## src/hw/rtl/rrhc_pkg.sv

```systemverilog
`default_nettype none

package rrhc_pkg;

  // Ring geometry and frame limits
  localparam int unsigned PageBytes = 256;
  localparam int unsigned HdrBytes  = 4;
  localparam int unsigned FcsBytes  = 4;
  localparam int unsigned FrameMin  = 60;
  localparam int unsigned FrameMax  = 1514;

  localparam int unsigned SpaceW = 17;
  localparam int unsigned PageW  = 8;
  localparam int unsigned WrapW  = 9;
  localparam int unsigned DlenW  = 11;

  localparam logic [7:0] StatusIntact = 8'h01;

  // Space on the ring that a legal frame may take
  localparam logic [SpaceW-1:0] SpaceMin = SpaceW'(HdrBytes + FrameMin + FcsBytes);
  localparam logic [SpaceW-1:0] SpaceMax = SpaceW'(HdrBytes + FrameMax + FcsBytes);
  localparam logic [SpaceW-1:0] SpaceOvh = SpaceW'(HdrBytes + FcsBytes);
  localparam logic [SpaceW-1:0] FcsAdd   = SpaceW'(FcsBytes);
  localparam logic [SpaceW-1:0] PageRnd  = SpaceW'(PageBytes - 1);

  // Verdict codes
  localparam logic [1:0] VerdictOk      = 2'd0;
  localparam logic [1:0] VerdictBadNext = 2'd1;
  localparam logic [1:0] VerdictBadCnt  = 2'd2;
  localparam logic [1:0] VerdictRxErr   = 2'd3;

  // Configuration register indexes
  localparam logic [1:0] CfgRingStart = 2'd0;
  localparam logic [1:0] CfgRingStop  = 2'd1;
  localparam logic [1:0] CfgCountFcs  = 2'd2;

  localparam logic [7:0] RingStartRst = 8'd64;
  localparam logic [7:0] RingStopRst  = 8'd128;

  typedef struct packed {
    logic [7:0]  rx_status;
    logic [7:0]  next_page;
    logic [15:0] byte_count;
    logic [7:0]  read_page;
  } req_t;

  typedef struct packed {
    logic [1:0]       verdict;
    logic [DlenW-1:0] data_length;
    logic [7:0]       boundary_page;
  } res_t;

endpackage

`default_nettype wire

```

## src/hw/rtl/rrhc_page_wrap.sv

```systemverilog
`default_nettype none

// Reduce a page number below the ring stop by repeated subtraction of the ring size
module rrhc_page_wrap (
  input  wire logic                       clk_i,
  input  wire logic                       rst_ni,
  input  wire logic                       load_i,
  input  wire logic [rrhc_pkg::WrapW-1:0] page_i,
  input  wire logic [rrhc_pkg::PageW-1:0] stop_i,
  input  wire logic [rrhc_pkg::PageW-1:0] size_i,
  output logic                            done_o,
  output logic [rrhc_pkg::WrapW-1:0]      page_o
);

  logic                       run_q, run_d;
  logic [rrhc_pkg::WrapW-1:0] page_q, page_d;
  logic                       above;

  // Shared compare and subtract
  assign above  = page_q >= {1'b0, stop_i};
  assign done_o = run_q && !above;
  assign page_o = page_q;

  always_comb begin
    run_d  = run_q;
    page_d = page_q;
    if (load_i) begin
      run_d  = 1'b1;
      page_d = page_i;
    end else if (run_q) begin
      if (above) begin
        page_d = page_q - {1'b0, size_i};
      end else begin
        run_d = 1'b0;
      end
    end
  end

  always_ff @(posedge clk_i or negedge rst_ni) begin
    if (!rst_ni) begin
      run_q <= 1'b0;
    end else begin
      run_q <= run_d;
    end
  end

  always_ff @(posedge clk_i) begin
    page_q <= page_d;
  end

endmodule

`default_nettype wire
```

## config.mk

```make
export PLATFORM = sky130hd
export DESIGN_NAME = rrhc_page_wrap
export DESIGN_NICKNAME = d
export VERILOG_FILES = /design/src/hw/rtl/rrhc_pkg.sv /design/src/hw/rtl/rrhc_page_wrap.sv
export SDC_FILE = /design/constraint.sdc
export NUM_CORES = 1
export LEC_CHECK = 0
export BUFFER_PORTS_ARGS = -buffer_cell sky130_fd_sc_hd__buf_2
export CORE_UTILIZATION = 44
export CTS_CLUSTER_DIAMETER = 60
export DETAILED_ROUTE_END_ITERATION = 8
export GPL_ROUTABILITY_DRIVEN = 1
export PLACE_DENSITY = 0.76
export SYNTH_ARGS = -nofsm -noshare
export SYNTH_HDL_FRONTEND = slang
export SYNTH_SLANG_ARGS = --single-unit
```

## constraint.sdc

```tcl
create_clock -name clk_i -period 1.8 [get_ports clk_i]
set_input_delay 0.18 -clock clk_i [delete_from_list [all_inputs] [get_ports clk_i]]
set_output_delay 0.18 -clock clk_i [all_outputs]
set_load 0.005 [all_outputs]
```

==> impl_metrics.env, run 1 <==
export IMPL_yosysTopAreaCellShare=0.270
export IMPL_critical_path_endpoint_type="primary output"
export IMPL_diodes=0
export IMPL_timing_rr_end="page_o[8]"
export IMPL_hold_worst_slack_ns=0.220
export IMPL_cts_buffer_depth=2
export IMPL_ys_ff_latch=10
export IMPL_synth_top_area_cell="edfxtp_1"
export IMPL_grt_remaining_overflow=0
export IMPL_netlist_area_um2=1000
export IMPL_cts_tree="built"
export IMPL_finalSetupViolCount=15
export IMPL_synth_area_leaders="edfxtp_1 (27%), ha_1 (20%), inv_1 (6.8%)"
export IMPL_reg2reg_depth=5
export IMPL_tightest_slew_ns=0.319
export IMPL_critical_path_class="reg2out"
export IMPL_drtIter0Drc=16
export IMPL_wl_um=2950
export IMPL_grt_pass1_vias=1065
export IMPL_r2r_start="page_o[5]"
export IMPL_peakVddDrop_uv=898
export IMPL_worstPathRequired_ns=1.62
export IMPL_multi_input_area_um2=763
export IMPL_regArea_um2=295
export IMPL_grt_max_degree=12
export IMPL_fin_tns_setup_ns=-2.58
export IMPL_maxCapViolations=0
export IMPL_ant_nets=0
export IMPL_min_period_over_period=1.14
export IMPL_place_area_mm2=0.00134
export IMPL_maxSlewViolCount=0
export IMPL_grt_pass1_wl_um=4560
export IMPL_p_leak_uw=0.000757
export IMPL_final_nets=212
export IMPL_die_area_mm2=0.00247
export IMPL_drcViolationCount=0
export IMPL_cts_max_level=1
export IMPL_rsz0062_at_grt="true"
export IMPL_dp_hpwl_um=2190
export IMPL_drive_above_1_share=0.488
export IMPL_status="finished with violations"
export IMPL_cts_sinks=10
export IMPL_clockRootBuffer="clkbuf_4"
export IMPL_vias=1086
export IMPL_hold_path_cell_count=3
export IMPL_firstDrtPassIters=4
export IMPL_timing_fmax_mhz=486
export IMPL_insertion_delay_ns=0.25
export IMPL_ys_warn_count=0
export IMPL_setup_slack_ns=-0.256
export IMPL_start_kind="flip-flop"
export IMPL_clk_pin_slew_ns=0.06
export IMPL_hold_viol=0
export IMPL_whs_endpoint="page_o[6]"
export IMPL_ff2ff_setup_slack_ns=-0.20
export IMPL_async_reset_ff_frac=0.100
export IMPL_slew_headroom=0.786
export IMPL_area_growth_pct=53.4
export IMPL_tritoncts_num_buffers=3
export IMPL_post_place_cells=185
export IMPL_synthCells=108
export IMPL_crit_fanout=3
export IMPL_fillCellCount=154
export IMPL_final_cell_count_no_fill=193
export IMPL_cp_arrival_ns=1.88
export IMPL_synth_cell_types=33
export IMPL_hp_class="in2reg"
export IMPL_wl_per_cell_um=15.3
export IMPL_grt_usage=0.239
export IMPL_start_util=0.490
export IMPL_avgSynthCellArea_um2=9.26
export IMPL_skew_ns=0.00197
export IMPL_coreArea_mm2=0.00204
export IMPL_final_cell_area_mm2=0.00153
export IMPL_die_h_um=49.7
export IMPL_violations="negative setup slack"
export IMPL_via_per_inst=5.63
export IMPL_gp_congestion=0.882
export IMPL_chipWidth_um=49.7
export IMPL_ios=38
export IMPL_fin_crit_ns=2.06
export IMPL_yosysSeqAreaShare=0.295
export IMPL_synth_edf_count=9
export IMPL_placementRows=16
export IMPL_synthesis_nets=153
export IMPL_synth_ff_type="edfxtp_1"
export IMPL_power_density_mw_per_mm2=1540
export IMPL_port_buffers=37
export IMPL_min_delay_start="page_i[6]"
export IMPL_antenna_found_initial=0
## power breakdown
group / leakage, uW / total, uW / internal [uW] / switching (uW)
logic: 0.000633 / 1600 / 882 / 723
clock network: 0.0000210 / 194 / 123 / 71.8
registers: 0.000102 / 558 / 423 / 135
## critical path: stages (launching register included)
cell and delay, ns:
edfxtp_1 0.45, ha_4 0.24, buf_4 0.13, and4_1 0.14
a21oi_1 0.16, o211ai_1 0.19, a21boi_1 0.18, buf_2 0.13
## kinds of logic (layout without fill, tap and decap cells)
| group | Yosys count | count (layout) | share of synthesized area |
|---|---|---|---|
| buf+inv | 20 | 78 | 0.0751 |
| flops | 10 | 10 | 0.295 |
| fa+ha+maj | 17 | 17 | 0.220 |
| xor+xnor | 1 | 1 | 0.00876 |
| compound gates | 36 | 36 | 0.270 |
| simple gates | 24 | 24 | 0.130 |
## cell usage in the layout, fill, tap and decap left out, types with 2 or more instances in the layout
cell / netlist / routed
buf_2: 0 / 37
inv_1: 18 / 17
buf_4: 0 / 16
edfxtp_1: 9 / 9
ha_1: 16 / 8
ha_4: 0 / 7
o21a_1: 6 / 6
o21ai_0: 6 / 5
nand2_1: 5 / 5
nor2_1: 4 / 4
nor3_1: 4 / 4
o211ai_1: 3 / 3
a21oi_1: 3 / 3
clkbuf_4: 0 / 3
o31a_1: 2 / 2
a21o_1: 2 / 2
or3_4: 0 / 2
o2111a_1: 2 / 2
o31ai_2: 0 / 2
and4_1: 2 / 2
a31o_2: 2 / 2
buf_6: 0 / 2
## metrics by stage
stage / power, uW / utilization / setup WS [ns]
floorplan: 1270 / - / -0.139
global placement: 1770 / 0.654 / -0.140
detailed placement: 1830 / 0.654 / -0.213
CTS: 2160 / 0.707 / -0.212
global route: 2530 / 0.751 / -0.329
finish: 2360 / 0.751 / -0.256
## synth_stat cells (all sizes together), types with 3 or more instances
master,count
ha,16
nor3,4
or3,3
a21o,3
o21a,6
o211ai,3
edfxtp,9
o31ai,3
nand2,5
nor2,4
o21ai,6
inv,18
a21oi,3
## worst max path at each step
stage | cells after the start | slack [ns] | startpoint | end
floorplan | 5 | -0.14 | page_o[5] | page_o[8]
global placement | 7 | -0.14 | page_o[0] | page_o[8]
detailed placement | 7 | -0.21 | page_o[0] | page_o[8]
CTS | 5 | -0.21 | page_o[5] | page_o[8]
global route | 7 | -0.33 | page_o[0] | done_o
finish | 7 | -0.26 | page_o[6] | done_o
## cell type report
cell class | instances | area share
repair buffers | 56 | 0.220
flip-flops and latches | 10 | 0.192
clock buffers | 4 | 0.0237
inverters | 18 | 0.0440
multi-input cells | 78 | 0.498
well taps | 27 | 0.0220
## sequential cells by signal (all words and copies together), names as in the netlist
signal / flops
run_q: 1
page_o: 9
## layer usage
layer,part of all wire,track usage,up-vias
met1,0.44,0.301,524
li1,-,-,521
met4,0.016,0.0905,0
met2,0.51,0.419,35
met5,0,0,-
met3,0.033,0.0185,6
## what timing repair did
item / 4_1_cts / 5_1_grt
pin swaps: 13 / 9
hold endpoints to repair: 1 / 0
buffers inserted: 1 / 2
hold buffers: 1 / 0
setup endpoints to repair: 15 / 15
gates resized for setup: 12 / 10
(Power assumes the default switching activity.)
==> run 2: changes to the inputs <==
Settings changed: SKIP_LAST_GASP set to 1.
==> run 2 against run 1 <==
  * The run still ends with negative setup slack left
  * First-iteration DRC count down 19%
  * Register-to-register slack worse by 0.02 ns
  * Combinational power is 4% lower
  * Sequential share of layout area is 0.40 points higher
  * Routed wire length fell by 2.9%
  * Clock power rose by 3%
  * Non-clock buffer count unchanged
  * Total power shrank 3.0%
==> impl_metrics.env, run 2 (synthesis gave the netlist of run 1 again) <==
export IMPL_status="finished with violations"
export IMPL_violations="negative setup slack"
export IMPL_layout_commonest_cell="buf_2"
export IMPL_chipWidth_um=49.7
export IMPL_timing_fmax_mhz=486
export IMPL_grt_max_degree=12
export IMPL_gp_congestion=0.882
export IMPL_finalSetupViolCount=15
export IMPL_die_h_um=49.7
export IMPL_rsz0062_at_grt="true"
export IMPL_power_density_mw_per_mm2=1520
export IMPL_dp_hpwl_um=2190
export IMPL_critical_path_class="reg2out"
export IMPL_wl_um=2860
export IMPL_sw_frac_of_total=0.395
export IMPL_switchingPower_uw=904
export IMPL_via_per_inst=5.46
export IMPL_skew_ns=0.00111
export IMPL_grt_remaining_overflow=0
export IMPL_placementRows=16
export IMPL_fin_total_pwr_uw=2290
export IMPL_maxSlewViolCount=0
export IMPL_p_leak_uw=0.000753
export IMPL_timing_rr_end="page_o[8]"
export IMPL_utilization=0.736
export IMPL_port_buffers=37
export IMPL_setup_slack_ns=-0.256
export IMPL_min_period_over_period=1.14
export IMPL_p_seq_frac=0.240
export IMPL_grt_usage=0.239
export IMPL_final_nets=212
export IMPL_cts_max_level=1
export IMPL_intPower_uw=1380
export IMPL_antenna_found_initial=0
export IMPL_p_clk_frac=0.087
export IMPL_crit_fanout=3
export IMPL_grt_pass1_vias=1065
export IMPL_cts_buffer_depth=2
export IMPL_grt_pass1_wl_um=4560
export IMPL_final_cell_mix="buf_2 (37), inv_1 (17), buf_4 (17), ha_1 (9), edfxtp_1 (9)"
export IMPL_r2r_start="page_o[0]"
export IMPL_fin_crit_ns=2.06
export IMPL_grtUsageMet1=0.301
export IMPL_p_comb_frac=0.673
export IMPL_ios=38
export IMPL_largest_register_ffs=9
export IMPL_reg2reg_depth=7
export IMPL_coreArea_mm2=0.00204
export IMPL_tritoncts_num_buffers=3
export IMPL_ant_nets=0
export IMPL_clockRootBuffer="clkbuf_4"
export IMPL_start_kind="flip-flop"
export IMPL_maxCapViolations=0
export IMPL_worstPathRequired_ns=1.62
export IMPL_cp_arrival_ns=1.88
export IMPL_insertion_delay_ns=0.26
export IMPL_drive_above_1_share=0.476
export IMPL_use_met2=0.419
export IMPL_ff2ff_setup_slack_ns=-0.22
export IMPL_start_util=0.490
export IMPL_fin_tns_setup_ns=-2.26
export IMPL_drtIter0Drc=13
export IMPL_diodes=0
export IMPL_firstDrtPassIters=4
export IMPL_wl_per_cell_um=14.8
export IMPL_cts_tree="built"
export IMPL_hp_class="in2async"
export IMPL_vias=1054
export IMPL_critical_path_endpoint_type="primary output"
export IMPL_drcViolationCount=0
export IMPL_top_usage_layer="met2"
export IMPL_grt_use_met3=0.0185
export IMPL_cts_sinks=10
export IMPL_tightest_slew_ns=0.315
export IMPL_area_growth_pct=50.3
export IMPL_peakVddDrop_uv=878
export IMPL_die_area_mm2=0.00247
export IMPL_clk_pin_slew_ns=0.07
export IMPL_hold_viol=0
export IMPL_slew_headroom=0.789
[run 2: power groups by stage]
stage               registers (uW)  clock network [uW]  logic (uW)
floorplan                      523                   0         751
global placement               528                   0        1240
detailed placement             534                   0        1300
CTS                            548                 201        1400
global route                   562                 209        1690
finish                         549                 199        1540
[run 2: worst max-delay path, cell delays in order, from the launching register on]
cell and delay [ns]:
edfxtp_1 0.45, ha_4 0.25, buf_4 0.13, and4_1 0.15, a21oi_1 0.16, o211ai_1 0.18
a21boi_1 0.18, buf_2 0.13
[run 2: stage by stage]
stage | setup slack, ns | cell area [um2] | cells | hold slack, ns
finish | -0.256 | 1500 | 193 | 0.216
global route | -0.316 | 1500 | 193 | 0.222
detailed placement | -0.213 | 1340 | 185 | -0.0417
global placement | -0.140 | 1340 | 185 | -0.0455
CTS | -0.212 | 1440 | 191 | 0.214
floorplan | -0.139 | 1010 | 108 | -0.116
[run 2: worst max path at each step]
stage | to | depth (start not counted) | slack, ns | from
after detailed placement | page_o[8] | 7 | -0.21 | page_o[0]
after global placement | page_o[8] | 7 | -0.14 | page_o[0]
final | done_o | 7 | -0.26 | page_o[6]
after CTS | page_o[8] | 5 | -0.21 | page_o[5]
after floorplan | page_o[8] | 5 | -0.14 | page_o[5]
after global routing | done_o | 7 | -0.32 | page_o[6]
[run 2: area by class of cell]
type / count / area [um2]
Multi-Input combinational cell: 78 / 736
Fill cell: 158 / 539
Timing Repair Buffer: 56 / 334
Sequential cell: 10 / 295
Inverter: 18 / 67.6
Clock buffer: 4 / 36.3
Tap cell: 27 / 33.8
[run 2: timing repair]
action	CTS	global route
setup buffers	1	2
hold endpoints to repair	1	0
hold buffers	1	0
pin swaps	13	10
gates cloned	0	0
endpoints found under the setup margin	15	15
resized for setup	11	7
[run 2: layer usage]
metal	wire (um)	part of all wire
met5	0	0
met4	38	0.013
met3	81	0.028
met2	1470	0.51
met1	1280	0.45
==> run 3: changes to the inputs <==
Settings changed: PLACE_DENSITY 0.76 to 0.75, SKIP_LAST_GASP 1 to not set.
==> run 3 against run 2 <==
  * The flow still finishes with violations (negative setup slack)
  * Hold slack got worse by 0.0055 ns
  * Sequential share of layout area about the same
  * Final area shrank 0.17%
  * Total power down 1.7%
  * Critical path depth down 2
  * First-iteration DRC count decreased by 46%
  * Non-clock buffer count shrank 4
  * Die area is the same
==> impl_metrics.env, run 3 (synthesis gave the netlist of run 1 again) <==
export IMPL_status="finished with violations"
export IMPL_violations="negative setup slack"
export IMPL_die_h_um=49.7
export IMPL_grt_pass1_wl_um=4490
export IMPL_cts_tree="built"
export IMPL_chipWidth_um=49.7
export IMPL_insertion_delay_ns=0.26
export IMPL_maxCapViolations=0
export IMPL_preCtsSetupSlack_ns=-0.202
export IMPL_slew_headroom=0.735
export IMPL_hold_viol=0
export IMPL_drtIter0Drc=7
export IMPL_drcViolationCount=0
export IMPL_tightest_slew_ns=0.398
export IMPL_clk_pin_slew_ns=0.06
export IMPL_grt_usage=0.241
export IMPL_coreArea_mm2=0.00204
export IMPL_timing_rr_end="page_o[8]"
export IMPL_critical_path_class="reg2reg"
export IMPL_start_kind="flip-flop"
export IMPL_cp_arrival_ns=2.01
export IMPL_critPathTopFamily="compound AO/OA/AOI/OAI gates"
export IMPL_ios=38
export IMPL_setup_slack_ns=-0.211
export IMPL_whs_endpoint="page_o[6]"
export IMPL_place_area_mm2=0.00131
export IMPL_cts_sinks=10
export IMPL_antenna_found_initial=0
export IMPL_grt_max_degree=22
export IMPL_p_comb_frac=0.684
export IMPL_grt_remaining_overflow=0
export IMPL_ant_nets=0
export IMPL_min_delay_start="page_i[6]"
export IMPL_skew_ns=0.00377
export IMPL_switchingPower_uw=904
export IMPL_hp_class="in2reg"
export IMPL_critical_path_endpoint_type="flip-flop"
export IMPL_tritoncts_num_buffers=3
export IMPL_crit_fanout=3
export IMPL_peakVddDrop_uv=949
export IMPL_intPower_uw=1340
export IMPL_utilization=0.735
export IMPL_drive_above_1_share=0.460
export IMPL_hold_path_cell_count=3
export IMPL_firstDrtPassIters=4
export IMPL_worst_path_buf_inv=0
export IMPL_wl_um=2640
export IMPL_via_per_inst=5.38
export IMPL_path_cells="ha_4, a21o_1, or3_4, o2111a_1, a221o_1"
export IMPL_reg2reg_depth=5
export IMPL_placementRows=16
export IMPL_final_cell_mix="buf_2 (37), inv_1 (17), buf_4 (13), ha_1 (10), edfxtp_1 (9)"
export IMPL_max_stage_delay_ns=0.48
export IMPL_dp_hpwl_um=1950
export IMPL_clockRootBuffer="clkbuf_4"
export IMPL_critical_path_slowest_cell="edfxtp_1"
export IMPL_min_period_over_period=1.12
export IMPL_finalSetupViolCount=14
export IMPL_ff2ff_setup_slack_ns=-0.21
export IMPL_r2r_start="page_o[5]"
export IMPL_start_util=0.490
export IMPL_grt_pass1_vias=1006
export IMPL_layout_commonest_cell="buf_2"
export IMPL_p_clk_frac=0.069
export IMPL_fin_tns_setup_ns=-1.36
export IMPL_p_leak_uw=0.000739
export IMPL_cts_max_level=1
export IMPL_largest_register_ffs=9
export IMPL_gp_congestion=0.798
export IMPL_rsz0062_at_grt="true"
export IMPL_diodes=0
export IMPL_fillCellCount=160
export IMPL_area_growth_pct=50.1
export IMPL_final_cell_area_mm2=0.00150
export IMPL_power_density_mw_per_mm2=1500
export IMPL_cts_buffer_depth=2
export IMPL_vias=1022
export IMPL_p_seq_frac=0.247
export IMPL_timing_fmax_mhz=497
export IMPL_wl_per_cell_um=13.9
export IMPL_maxSlewViolCount=0
export IMPL_fin_crit_ns=2.01
export IMPL_worstPathRequired_ns=1.80
export IMPL_sw_frac_of_total=0.402
export IMPL_port_buffers=37
export IMPL_final_nets=209
export IMPL_die_area_mm2=0.00247
run 3: cell types whose count changed in the layout (fill, tap and decap cells not counted), sizes merged:
cell / before / now
buf: 55 / 51
a31o: 2 / 3
run 3: tightest hold or removal path, stage by stage:
cell,delay (ns)
buf_2,0.07
nand2_1,0.05
o31ai_2,0.05
run 3: metrics by stage:
step           std cells  hold slack (ns)  total power (uW)
2_1_floorplan        108           -0.116              1270
3_3_place_gp         182          -0.0458              1740
3_5_place_dp         182          -0.0393              1790
4_1_cts              190            0.199              2090
5_1_grt              190            0.222              2440
6_report             190            0.210              2250
run 3: layout make-up:
cell class / count / area [um2] / area share
clock buffer: 4 / 26.3 / 0.0175
inverter: 18 / 67.6 / 0.0450
multi-input combinational: 79 / 773 / 0.515
sequential: 10 / 295 / 0.197
tap: 27 / 33.8 / 0.0225
timing repair buffer: 52 / 304 / 0.203
run 3: worst max path at each step:
| stage | startpoint | end | slack (ns) | cells after the start |
|---|---|---|---|---|
| global route | page_o[0] | done_o | -0.27 | 7 |
| CTS | page_o[0] | page_o[8] | -0.16 | 7 |
| finish | page_o[5] | page_o[8] | -0.21 | 5 |
| floorplan | page_o[5] | page_o[8] | -0.14 | 5 |
| global placement | page_o[0] | page_o[8] | -0.17 | 7 |
| detailed placement | page_o[0] | page_o[8] | -0.20 | 7 |
run 3: repair_timing:
item | CTS | global route
gates resized for setup | 9 | 13
pin swaps | 4 | 6
cloned | 1 | 0
setup endpoints to repair | 14 | 17
hold buffers | 1 | 0
endpoints found under the hold margin | 1 | 0
setup buffers | 2 | 1
run 3: power by group through the flow:
stage	sequential, uW	clock, uW	combinational, uW
6_report	554	155	1540
4_1_cts	539	159	1390
3_5_place_dp	532	0	1250
5_1_grt	579	170	1690
2_1_floorplan	523	0	751
3_3_place_gp	528	0	1220
run 3: layer usage:
layer / wire length [um] / track usage
met1: 1230 / 0.307
met2: 1300 / 0.414
met3: 72 / 0.00926
met4: 32 / 0.114
met5: 0 / 0
